`src/dualpi2_pkg.sv`:
```
// shared types, constants and register map of the dual-queue coupled pi2 aqm
package dualpi2_pkg;

    // parameter defaults
    localparam int SOJOURN_WIDTH_DEF = 24;
    localparam int RANDOM_WIDTH_DEF  = 16;

    // shared multiplier operand and product widths
    localparam int MUL_A_W = 33;
    localparam int MUL_B_W = 34;
    localparam int PROD_W  = MUL_A_W + MUL_B_W;

    // error, derivative and pi accumulator widths
    localparam int ERR_W = 33;
    localparam int ACC_W = 53;

    // probability 1.0 in q32
    localparam logic [32:0] ONE_Q32 = 33'h1_0000_0000;

    // register map, index = paddr[4:2]
    localparam int          ADDR_W           = 5;
    localparam logic [2:0]  REG_L4S_TARGET   = 3'd0;
    localparam logic [2:0]  REG_CLS_TARGET   = 3'd1;
    localparam logic [2:0]  REG_COUPLING     = 3'd2;
    localparam logic [2:0]  REG_PACKET_TIME  = 3'd3;
    localparam logic [2:0]  REG_ALPHA        = 3'd4;
    localparam logic [2:0]  REG_BETA         = 3'd5;

    // register reset values
    localparam logic [23:0] L4S_TARGET_RST  = 24'd1000;
    localparam logic [23:0] CLS_TARGET_RST  = 24'd15000;
    localparam logic [11:0] COUPLING_RST    = 12'd512;
    localparam logic [23:0] PACKET_TIME_RST = 24'd3072;
    localparam logic [15:0] ALPHA_RST       = 16'd1342;
    localparam logic [15:0] BETA_RST        = 16'd13422;

    // ecn codepoints that select the l4s lane
    localparam logic [1:0] ECN_SCALABLE = 2'd1;
    localparam logic [1:0] ECN_CE       = 2'd3;

    // verdict codes
    localparam logic [2:0] V_TICK     = 3'd0;
    localparam logic [2:0] V_L4S_PASS = 3'd1;
    localparam logic [2:0] V_L4S_MARK = 3'd2;
    localparam logic [2:0] V_L4S_CE   = 3'd3;
    localparam logic [2:0] V_CLS_PASS = 3'd4;
    localparam logic [2:0] V_CLS_DROP = 3'd5;

    // sequencer states
    typedef enum logic [3:0] {
        S_IDLE,
        S_SOJ,
        S_MEAS,
        S_ERR,
        S_DER,
        S_UPD,
        S_L4S,
        S_KMUL,
        S_VMUL,
        S_CLS
    } state_t;

endpackage

```
`src/dualpi2_mul.sv`:
```
// shared signed multiplier with registered product
module dualpi2_mul (
    input  logic                                   clk,
    input  logic                                   load,
    input  logic signed [dualpi2_pkg::MUL_A_W-1:0] a,
    input  logic signed [dualpi2_pkg::MUL_B_W-1:0] b,
    output logic signed [dualpi2_pkg::PROD_W-1:0]  prod
);

    logic signed [dualpi2_pkg::PROD_W-1:0] prod_reg;

    always_ff @(posedge clk)
    begin
        if (load)
        begin
            prod_reg <= dualpi2_pkg::PROD_W'(a) * dualpi2_pkg::PROD_W'(b);
        end
    end

    assign prod = prod_reg;

endmodule

```
`src/dualq_coupled_pi2_aqm_core.sv`:
```
// top level of the dual-queue coupled pi2 aqm decision engine
// each word runs through the sequencer states in order: tick soj, meas, err, der, upd; l4s packet
//   soj, meas, l4s; classic packet soj, meas, kmul, vmul, cls; a new word is taken only when idle,
//   and the single shared multiplier that the sequencer steps through gives up to 3 products
// in_stall is high while the sequencer is busy; a finished word may wait in the output register
// reset (rst_n, async, active low) clears the pi state and loads the register defaults
module dualq_coupled_pi2_aqm_core #(
    parameter int SOJOURN_WIDTH = dualpi2_pkg::SOJOURN_WIDTH_DEF,
    parameter int RANDOM_WIDTH  = dualpi2_pkg::RANDOM_WIDTH_DEF
) (
    input  logic                            clk,
    input  logic                            rst_n,
    // configuration port
    input  logic                            psel,
    input  logic                            penable,
    input  logic                            pwrite,
    input  logic [dualpi2_pkg::ADDR_W-1:0]  paddr,
    input  logic [31:0]                     pwdata,
    output logic [31:0]                     prdata,
    output logic                            pready,
    // input channel
    input  logic                            in_valid,
    output logic                            in_stall,
    input  logic                            mode,
    input  logic [1:0]                      ecn,
    input  logic                            head_valid,
    input  logic [23:0]                     head_sojourn_us,
    input  logic [15:0]                     queue_packets,
    input  logic [RANDOM_WIDTH-1:0]         random_q16,
    // output channel
    output logic                            out_valid,
    input  logic                            out_stall,
    output logic [2:0]                      verdict,
    output logic [16:0]                     prob_used_q16,
    output logic [16:0]                     base_prob_q16
);

    localparam int          ERR_W   = dualpi2_pkg::ERR_W;
    localparam int          ACC_W   = dualpi2_pkg::ACC_W;
    localparam int          RSHIFT  = 32 - RANDOM_WIDTH;
    // largest sojourn the measure can carry
    localparam logic [32:0] SOJ_MAX = (33'd1 << SOJOURN_WIDTH) - 33'd1;

    // ---------------------------------------------------------------
    // configuration registers
    // ---------------------------------------------------------------
    logic [23:0] l4s_target_reg;
    logic [23:0] cls_target_reg;
    logic [11:0] coupling_reg;
    logic [23:0] ptime_reg;
    logic [15:0] alpha_reg;
    logic [15:0] beta_reg;
    logic        cfg_write;

    assign pready    = 1'b1;
    assign cfg_write = psel && penable && pwrite;

    always_ff @(posedge clk or negedge rst_n)
    begin
        if (!rst_n)
        begin
            l4s_target_reg <= dualpi2_pkg::L4S_TARGET_RST;
            cls_target_reg <= dualpi2_pkg::CLS_TARGET_RST;
            coupling_reg   <= dualpi2_pkg::COUPLING_RST;
            ptime_reg      <= dualpi2_pkg::PACKET_TIME_RST;
            alpha_reg      <= dualpi2_pkg::ALPHA_RST;
            beta_reg       <= dualpi2_pkg::BETA_RST;
        end
        else if (cfg_write)
        begin
            unique case (paddr[4:2])
                dualpi2_pkg::REG_L4S_TARGET:  l4s_target_reg <= pwdata[23:0];
                dualpi2_pkg::REG_CLS_TARGET:  cls_target_reg <= pwdata[23:0];
                dualpi2_pkg::REG_COUPLING:    coupling_reg   <= pwdata[11:0];
                dualpi2_pkg::REG_PACKET_TIME: ptime_reg      <= pwdata[23:0];
                dualpi2_pkg::REG_ALPHA:       alpha_reg      <= pwdata[15:0];
                dualpi2_pkg::REG_BETA:        beta_reg       <= pwdata[15:0];
                default:                      ;
            endcase
        end
    end

    // register readback
    always_comb
    begin
        unique case (paddr[4:2])
            dualpi2_pkg::REG_L4S_TARGET:  prdata = 32'(l4s_target_reg);
            dualpi2_pkg::REG_CLS_TARGET:  prdata = 32'(cls_target_reg);
            dualpi2_pkg::REG_COUPLING:    prdata = 32'(coupling_reg);
            dualpi2_pkg::REG_PACKET_TIME: prdata = 32'(ptime_reg);
            dualpi2_pkg::REG_ALPHA:       prdata = 32'(alpha_reg);
            dualpi2_pkg::REG_BETA:        prdata = 32'(beta_reg);
            default:                      prdata = 32'd0;
        endcase
    end

    // ---------------------------------------------------------------
    // sequencer state and captured input word
    // ---------------------------------------------------------------
    dualpi2_pkg::state_t state_reg, state_next;

    logic                     mode_reg;
    logic [1:0]               ecn_reg;
    logic                     hv_reg;
    logic [23:0]              head_reg;
    logic [15:0]              qlen_reg;
    logic [RANDOM_WIDTH-1:0]  rnd_reg;

    logic in_accept;
    assign in_stall  = (state_reg != dualpi2_pkg::S_IDLE);
    assign in_accept = in_valid && !in_stall;

    // output register slot is free when empty or being drained this cycle
    logic out_valid_reg;
    logic out_free;
    assign out_free = !out_valid_reg || !out_stall;

    // ---------------------------------------------------------------
    // shared multiplier
    // ---------------------------------------------------------------
    logic                                    mul_load;
    logic signed [dualpi2_pkg::MUL_A_W-1:0]  mul_a;
    logic signed [dualpi2_pkg::MUL_B_W-1:0]  mul_b;
    logic signed [dualpi2_pkg::PROD_W-1:0]   prod;

    dualpi2_mul u_mul (
        .clk  (clk),
        .load (mul_load),
        .a    (mul_a),
        .b    (mul_b),
        .prod (prod)
    );

    // pi state and working registers
    logic [32:0]              base_reg;
    logic [SOJOURN_WIDTH-1:0] prev_reg;
    logic                     prev_valid_reg;
    logic [SOJOURN_WIDTH-1:0] soj_reg;
    logic signed [ERR_W-1:0]  err_reg;
    logic signed [ERR_W-1:0]  der_reg;
    logic signed [ACC_W-1:0]  acc_reg;
    logic                     vsat_reg;

    // operand select: one product per state
    always_comb
    begin
        mul_load = 1'b1;
        mul_a    = '0;
        mul_b    = '0;
        unique case (state_reg)
            dualpi2_pkg::S_SOJ:
            begin
                // fallback proxy: queue length times per-packet time
                mul_a = dualpi2_pkg::MUL_A_W'(qlen_reg);
                mul_b = dualpi2_pkg::MUL_B_W'(ptime_reg);
            end
            dualpi2_pkg::S_ERR:
            begin
                mul_a = dualpi2_pkg::MUL_A_W'(alpha_reg);
                mul_b = dualpi2_pkg::MUL_B_W'(err_reg);
            end
            dualpi2_pkg::S_DER:
            begin
                mul_a = dualpi2_pkg::MUL_A_W'(beta_reg);
                mul_b = dualpi2_pkg::MUL_B_W'(der_reg);
            end
            dualpi2_pkg::S_KMUL:
            begin
                mul_a = dualpi2_pkg::MUL_A_W'(coupling_reg);
                mul_b = dualpi2_pkg::MUL_B_W'(base_reg);
            end
            dualpi2_pkg::S_VMUL:
            begin
                // square the low 32 bits of k*p >> 8
                mul_a = dualpi2_pkg::MUL_A_W'(prod[39:8]);
                mul_b = dualpi2_pkg::MUL_B_W'(prod[39:8]);
            end
            default:
            begin
                mul_load = 1'b0;
            end
        endcase
    end

    // ---------------------------------------------------------------
    // datapath pieces per state
    // ---------------------------------------------------------------
    // sojourn measure with saturation, and pi error terms
    logic [31:0]              soj_raw;
    logic [SOJOURN_WIDTH-1:0] soj_sat;
    logic signed [ERR_W-1:0]  err_next;
    logic signed [ERR_W-1:0]  der_next;

    always_comb
    begin
        soj_raw = hv_reg ? 32'(head_reg) : prod[39:8];
        if ({1'b0, soj_raw} > SOJ_MAX)
        begin
            soj_sat = '1;
        end
        else
        begin
            soj_sat = soj_raw[SOJOURN_WIDTH-1:0];
        end
        err_next = $signed(ERR_W'(soj_sat) - ERR_W'(cls_target_reg));
        // derivative is zero on the first tick
        if (prev_valid_reg)
        begin
            der_next = $signed(ERR_W'(soj_sat) - ERR_W'(prev_reg));
        end
        else
        begin
            der_next = '0;
        end
    end

    // pi update with clamp to [0, 1]
    logic signed [ACC_W-1:0] np_full;
    logic [32:0]             np_clamped;

    always_comb
    begin
        np_full = acc_reg + $signed(prod[ACC_W-1:0]);
        if (np_full < 0)
        begin
            np_clamped = '0;
        end
        else if (np_full > $signed(ACC_W'(dualpi2_pkg::ONE_Q32)))
        begin
            np_clamped = dualpi2_pkg::ONE_Q32;
        end
        else
        begin
            np_clamped = np_full[32:0];
        end
    end

    // l4s lane probability: 1 at or above target, else min(2p, 1)
    logic [33:0] base_dbl;
    logic [32:0] p_l4s;

    always_comb
    begin
        base_dbl = {base_reg, 1'b0};
        if (32'(soj_reg) >= 32'(l4s_target_reg))
        begin
            p_l4s = dualpi2_pkg::ONE_Q32;
        end
        else if (base_dbl > 34'(dualpi2_pkg::ONE_Q32))
        begin
            p_l4s = dualpi2_pkg::ONE_Q32;
        end
        else
        begin
            p_l4s = base_dbl[32:0];
        end
    end

    // classic lane probability: (k*p)^2 with k*p saturated at 1
    logic [32:0] p_cls;
    assign p_cls = vsat_reg ? dualpi2_pkg::ONE_Q32 : {1'b0, prod[63:32]};

    // random draw scaled to q32; fires strictly below a nonzero probability
    logic [32:0] rnd_q32;
    logic        fire_l4s;
    logic        fire_cls;

    assign rnd_q32  = {1'b0, 32'(rnd_reg) << RSHIFT};
    assign fire_l4s = (p_l4s != 33'd0) && (rnd_q32 < p_l4s);
    assign fire_cls = (p_cls != 33'd0) && (rnd_q32 < p_cls);

    // ---------------------------------------------------------------
    // next state and output word load
    // ---------------------------------------------------------------
    logic        out_load;
    logic [2:0]  verdict_next;
    logic [32:0] used_next;
    logic [32:0] base_out_next;

    always_comb
    begin
        state_next    = state_reg;
        out_load      = 1'b0;
        verdict_next  = dualpi2_pkg::V_TICK;
        used_next     = '0;
        base_out_next = base_reg;
        unique case (state_reg)
            dualpi2_pkg::S_IDLE:
            begin
                if (in_accept)
                begin
                    state_next = dualpi2_pkg::S_SOJ;
                end
            end
            dualpi2_pkg::S_SOJ:
            begin
                state_next = dualpi2_pkg::S_MEAS;
            end
            dualpi2_pkg::S_MEAS:
            begin
                if (!mode_reg)
                begin
                    state_next = dualpi2_pkg::S_ERR;
                end
                else if (ecn_reg == dualpi2_pkg::ECN_SCALABLE || ecn_reg == dualpi2_pkg::ECN_CE)
                begin
                    state_next = dualpi2_pkg::S_L4S;
                end
                else
                begin
                    state_next = dualpi2_pkg::S_KMUL;
                end
            end
            dualpi2_pkg::S_ERR:
            begin
                state_next = dualpi2_pkg::S_DER;
            end
            dualpi2_pkg::S_DER:
            begin
                state_next = dualpi2_pkg::S_UPD;
            end
            dualpi2_pkg::S_UPD:
            begin
                verdict_next  = dualpi2_pkg::V_TICK;
                base_out_next = np_clamped;
                if (out_free)
                begin
                    out_load   = 1'b1;
                    state_next = dualpi2_pkg::S_IDLE;
                end
            end
            dualpi2_pkg::S_L4S:
            begin
                used_next = p_l4s;
                if (!fire_l4s)
                begin
                    verdict_next = dualpi2_pkg::V_L4S_PASS;
                end
                else if (ecn_reg == dualpi2_pkg::ECN_CE)
                begin
                    verdict_next = dualpi2_pkg::V_L4S_CE;
                end
                else
                begin
                    verdict_next = dualpi2_pkg::V_L4S_MARK;
                end
                if (out_free)
                begin
                    out_load   = 1'b1;
                    state_next = dualpi2_pkg::S_IDLE;
                end
            end
            dualpi2_pkg::S_KMUL:
            begin
                state_next = dualpi2_pkg::S_VMUL;
            end
            dualpi2_pkg::S_VMUL:
            begin
                state_next = dualpi2_pkg::S_CLS;
            end
            dualpi2_pkg::S_CLS:
            begin
                used_next    = p_cls;
                verdict_next = fire_cls ? dualpi2_pkg::V_CLS_DROP : dualpi2_pkg::V_CLS_PASS;
                if (out_free)
                begin
                    out_load   = 1'b1;
                    state_next = dualpi2_pkg::S_IDLE;
                end
            end
            default:
            begin
                state_next = dualpi2_pkg::S_IDLE;
            end
        endcase
    end

    always_ff @(posedge clk or negedge rst_n)
    begin
        if (!rst_n)
        begin
            state_reg <= dualpi2_pkg::S_IDLE;
        end
        else
        begin
            state_reg <= state_next;
        end
    end

    // captured input word
    always_ff @(posedge clk)
    begin
        if (in_accept)
        begin
            mode_reg <= mode;
            ecn_reg  <= ecn;
            hv_reg   <= head_valid;
            head_reg <= head_sojourn_us;
            qlen_reg <= queue_packets;
            rnd_reg  <= random_q16;
        end
    end

    // working registers
    always_ff @(posedge clk)
    begin
        if (state_reg == dualpi2_pkg::S_MEAS)
        begin
            soj_reg <= soj_sat;
            err_reg <= err_next;
            der_reg <= der_next;
        end
        if (state_reg == dualpi2_pkg::S_DER)
        begin
            // base plus alpha*err, beta*der follows
            acc_reg <= ACC_W'(base_reg) + $signed(prod[ACC_W-1:0]);
        end
        if (state_reg == dualpi2_pkg::S_VMUL)
        begin
            vsat_reg <= |prod[44:40];
        end
    end

    // pi state: only a tick changes it
    always_ff @(posedge clk or negedge rst_n)
    begin
        if (!rst_n)
        begin
            base_reg       <= '0;
            prev_reg       <= '0;
            prev_valid_reg <= 1'b0;
        end
        else if (state_reg == dualpi2_pkg::S_UPD && out_free)
        begin
            base_reg       <= np_clamped;
            prev_reg       <= soj_reg;
            prev_valid_reg <= 1'b1;
        end
    end

    // output register
    logic [2:0]  verdict_reg;
    logic [16:0] used_reg;
    logic [16:0] base_q16_reg;

    always_ff @(posedge clk or negedge rst_n)
    begin
        if (!rst_n)
        begin
            out_valid_reg <= 1'b0;
        end
        else if (out_load)
        begin
            out_valid_reg <= 1'b1;
        end
        else if (!out_stall)
        begin
            out_valid_reg <= 1'b0;
        end
    end

    always_ff @(posedge clk)
    begin
        if (out_load)
        begin
            verdict_reg  <= verdict_next;
            used_reg     <= used_next[32:16];
            base_q16_reg <= base_out_next[32:16];
        end
    end

    assign out_valid     = out_valid_reg;
    assign verdict       = verdict_reg;
    assign prob_used_q16 = used_reg;
    assign base_prob_q16 = base_q16_reg;

    // ---------------------------------------------------------------
    // assertions
    // ---------------------------------------------------------------
    // base probability stays within [0, 1]
    a_base_bounded: assert property (@(posedge clk) disable iff (!rst_n)
        base_reg <= dualpi2_pkg::ONE_Q32)
        else $error("base probability above 1.0");

    // packet words never move the pi state
    a_base_only_on_tick: assert property (@(posedge clk) disable iff (!rst_n)
        (state_reg != dualpi2_pkg::S_UPD) |=> $stable(base_reg))
        else $error("base probability changed outside a tick update");

    // a tick word on the output means the previous sojourn is recorded
    a_tick_sets_prev: assert property (@(posedge clk) disable iff (!rst_n)
        (out_valid && verdict == dualpi2_pkg::V_TICK) |-> prev_valid_reg)
        else $error("tick word delivered without previous sojourn");

    // a word is only produced by a busy sequencer
    a_out_from_busy: assert property (@(posedge clk) disable iff (!rst_n)
        $rose(out_valid) |-> $past(in_stall))
        else $error("output word appeared while sequencer idle");

endmodule

```
`config.mk`:
```
export PLATFORM = sky130hd
export DESIGN_NAME = dualq_coupled_pi2_aqm_core
export DESIGN_NICKNAME = d
export VERILOG_FILES = /design/src/dualpi2_pkg.sv /design/src/dualpi2_mul.sv /design/src/dualq_coupled_pi2_aqm_core.sv
export SDC_FILE = /design/constraint.sdc
export NUM_CORES = 2
export LEC_CHECK = 0
export ABC_AREA = 1
export BUFFER_PORTS_ARGS = -buffer_cell sky130_fd_sc_hd__buf_2
export CORE_MARGIN = 1
export CORE_UTILIZATION = 50
export DETAILED_ROUTE_END_ITERATION = 10
export MAX_ROUTING_LAYER = met4
export PLACE_DENSITY = 0.64
export RECOVER_POWER = 100
export SETUP_SLACK_MARGIN = 0.5
export SLEW_MARGIN = 10
export SYNTH_ARGS = -nofsm -noshare
export SYNTH_HDL_FRONTEND = slang
export SYNTH_HIERARCHICAL = 1
export SYNTH_SLANG_ARGS = --single-unit
```
`constraint.sdc`:
```
create_clock -name clk -period 16 [get_ports clk]
set_input_delay 1.6 -clock clk [delete_from_list [all_inputs] [get_ports clk]]
set_output_delay 1.6 -clock clk [all_outputs]
set_load 0.02 [all_outputs]
```
==> flow_summary.ini <==
[status]
status = complete, but fails checks
violations = capacitance limit, slew limit

[global_routing]
grt.overflow.total = 0
grt_pass1_wl_um = 369300
grt_usage = 0.3476
grt_pass1_vias = 61140
grt_max_degree = 117
antenna_found_initial = 8

[sta]
whs_ns = 0.4730
final-setup-viol-count = 0
final-hold-violation-count = 0
finalSetupTns_ns = 0
skew_ns = 0.05094
fmax_mhz = 80.53
maxSlewHeadroom = -3.301
worst_pin_slew_ns = 6.451
drv_slew = 784
fin_crit_sh = 0.7761
rsz0062_at_grt = no
min_period_ns = 12.42

[floorplanning]
rows = 138
chipHeight_um = 381.2
coreArea_um2 = 142100
ios = 176
die_width_um = 381.2
initial_core_util = 0.5059
die-area_um2 = 145300

[cts]
htree_levels = 2
cts_inserted_buffers = 51
hold_buffers = 0
postCtsSetupRepairBufs = 0
cts_resized = 0
cts_root_buf = clkbuf_16
cts_tree = done
clock_sinks = 468
cts_buffer_depth = 3
clkSlewWorstSetupHoldPaths_ns = 0.07
insertion_delay_ns = 0.68

[logic_synthesis]
syn_area_um2 = 71890
avgSynthCellArea_um2 = 7.774
synth_cells = 9248
ys_warn_count = 6

[routing]
wl_per_cell_um = 21.78
vias = 60110
wirelength_um = 242500
firstDrtPassIters = 6
ant_nets = 0
drc_errors = 0
via_per_inst = 5.398
drt-initial-drc-count = 5914

[layout]
fin_nets = 10870
final_common_cell = nand2_1
syn2layout_area_growth_pct = 5.844
ff_latch_area_um2 = 13200
multi_input_area_um2 = 47850
fillCellCount = 13590
largest_reg_flops = 64
final_cell_mix = 2554 x nand2_1, 2543 x inv_1, 1160 x fa_1
drive_gt1_frac = 0.04500

[critical_path]
endpoint_kind = register
start_kind = register
crit_arrival_ns = 12.76
crit_required_ns = 16.34
cp_slowest_stage_delay_ns = 2.21
crit_path_frequent_cell = fa_1
critPathMaxFanout = 53
cp_slowest_cell = clkbuf_1
crit_type = register to register

[worst_hold_path]
hp-class = register to register

[place]
io_buffers = 156
hpwl_um = 193800
gp_congestion = 1.036

[job]
cap_violations = 15
## metrics by stage
stage	std cells	cell area [um2]	worst slack (ns)	util
5_1_grt	11140	76090	2.848	0.5355
4_1_cts	11140	76450	5.644	0.5380
2_1_floorplan	9256	71920	6.473	-
3_3_place_gp	11040	74750	5.787	0.5260
6_report	11140	76100	3.582	0.5355
3_5_place_dp	11040	74750	5.662	0.5260
## worst paths after layout
kind / from / end / slack (ns) / depth (start not counted)
hold / removal: soj_reg[7] / prev_reg[7] / 0.47 / 2
setup / recovery: state_reg[0] / u_mul/prod[57] / 3.58 / 34
min in group asynchronous: rst_n / cls_target_reg[8] / 3.33 / 1
hold reg to reg: soj_reg[7] / prev_reg[7] / 0.47 / 2
max in group asynchronous: rst_n / base_reg[20] / 6.56 / 2
setup reg to reg: state_reg[0] / u_mul/prod[57] / 3.58 / 34
## worst max-delay path, delay by kind of cell, from the launching register on
kind / cells / cell delay (ns)
buffers and inverters: 11 / 4.79
adders and majority gates: 9 / 4.48
and+or+nand+nor: 12 / 1.98
DFF: 1 / 0.45
AOI/OAI and AO/OA: 2 / 0.27
## layout make-up
| class | count | share of cell area |
|---|---|---|
| diodes | 1 | 0.00003288 |
| clock buffers | 64 | 0.01809 |
| clock inverters | 32 | 0.004275 |
| inverters | 2557 | 0.1261 |
| multi-input cells | 5866 | 0.6288 |
| flip-flops and latches | 468 | 0.1734 |
| well taps | 1890 | 0.03108 |
| repair buffers | 258 | 0.01815 |
## routing by layer
metal	GRT usage	part of all wire	up-vias
li1	-	-	27110
met1	0.4843	0.42	29660
met2	0.5226	0.44	2879
met3	0.05926	0.098	457
met4	0.09743	0.033	0
met5	-	0	-
Power is left out: the tool's default activity adds up to more than one toggle a clock period on the data nets, which glitch-free logic cannot reach.
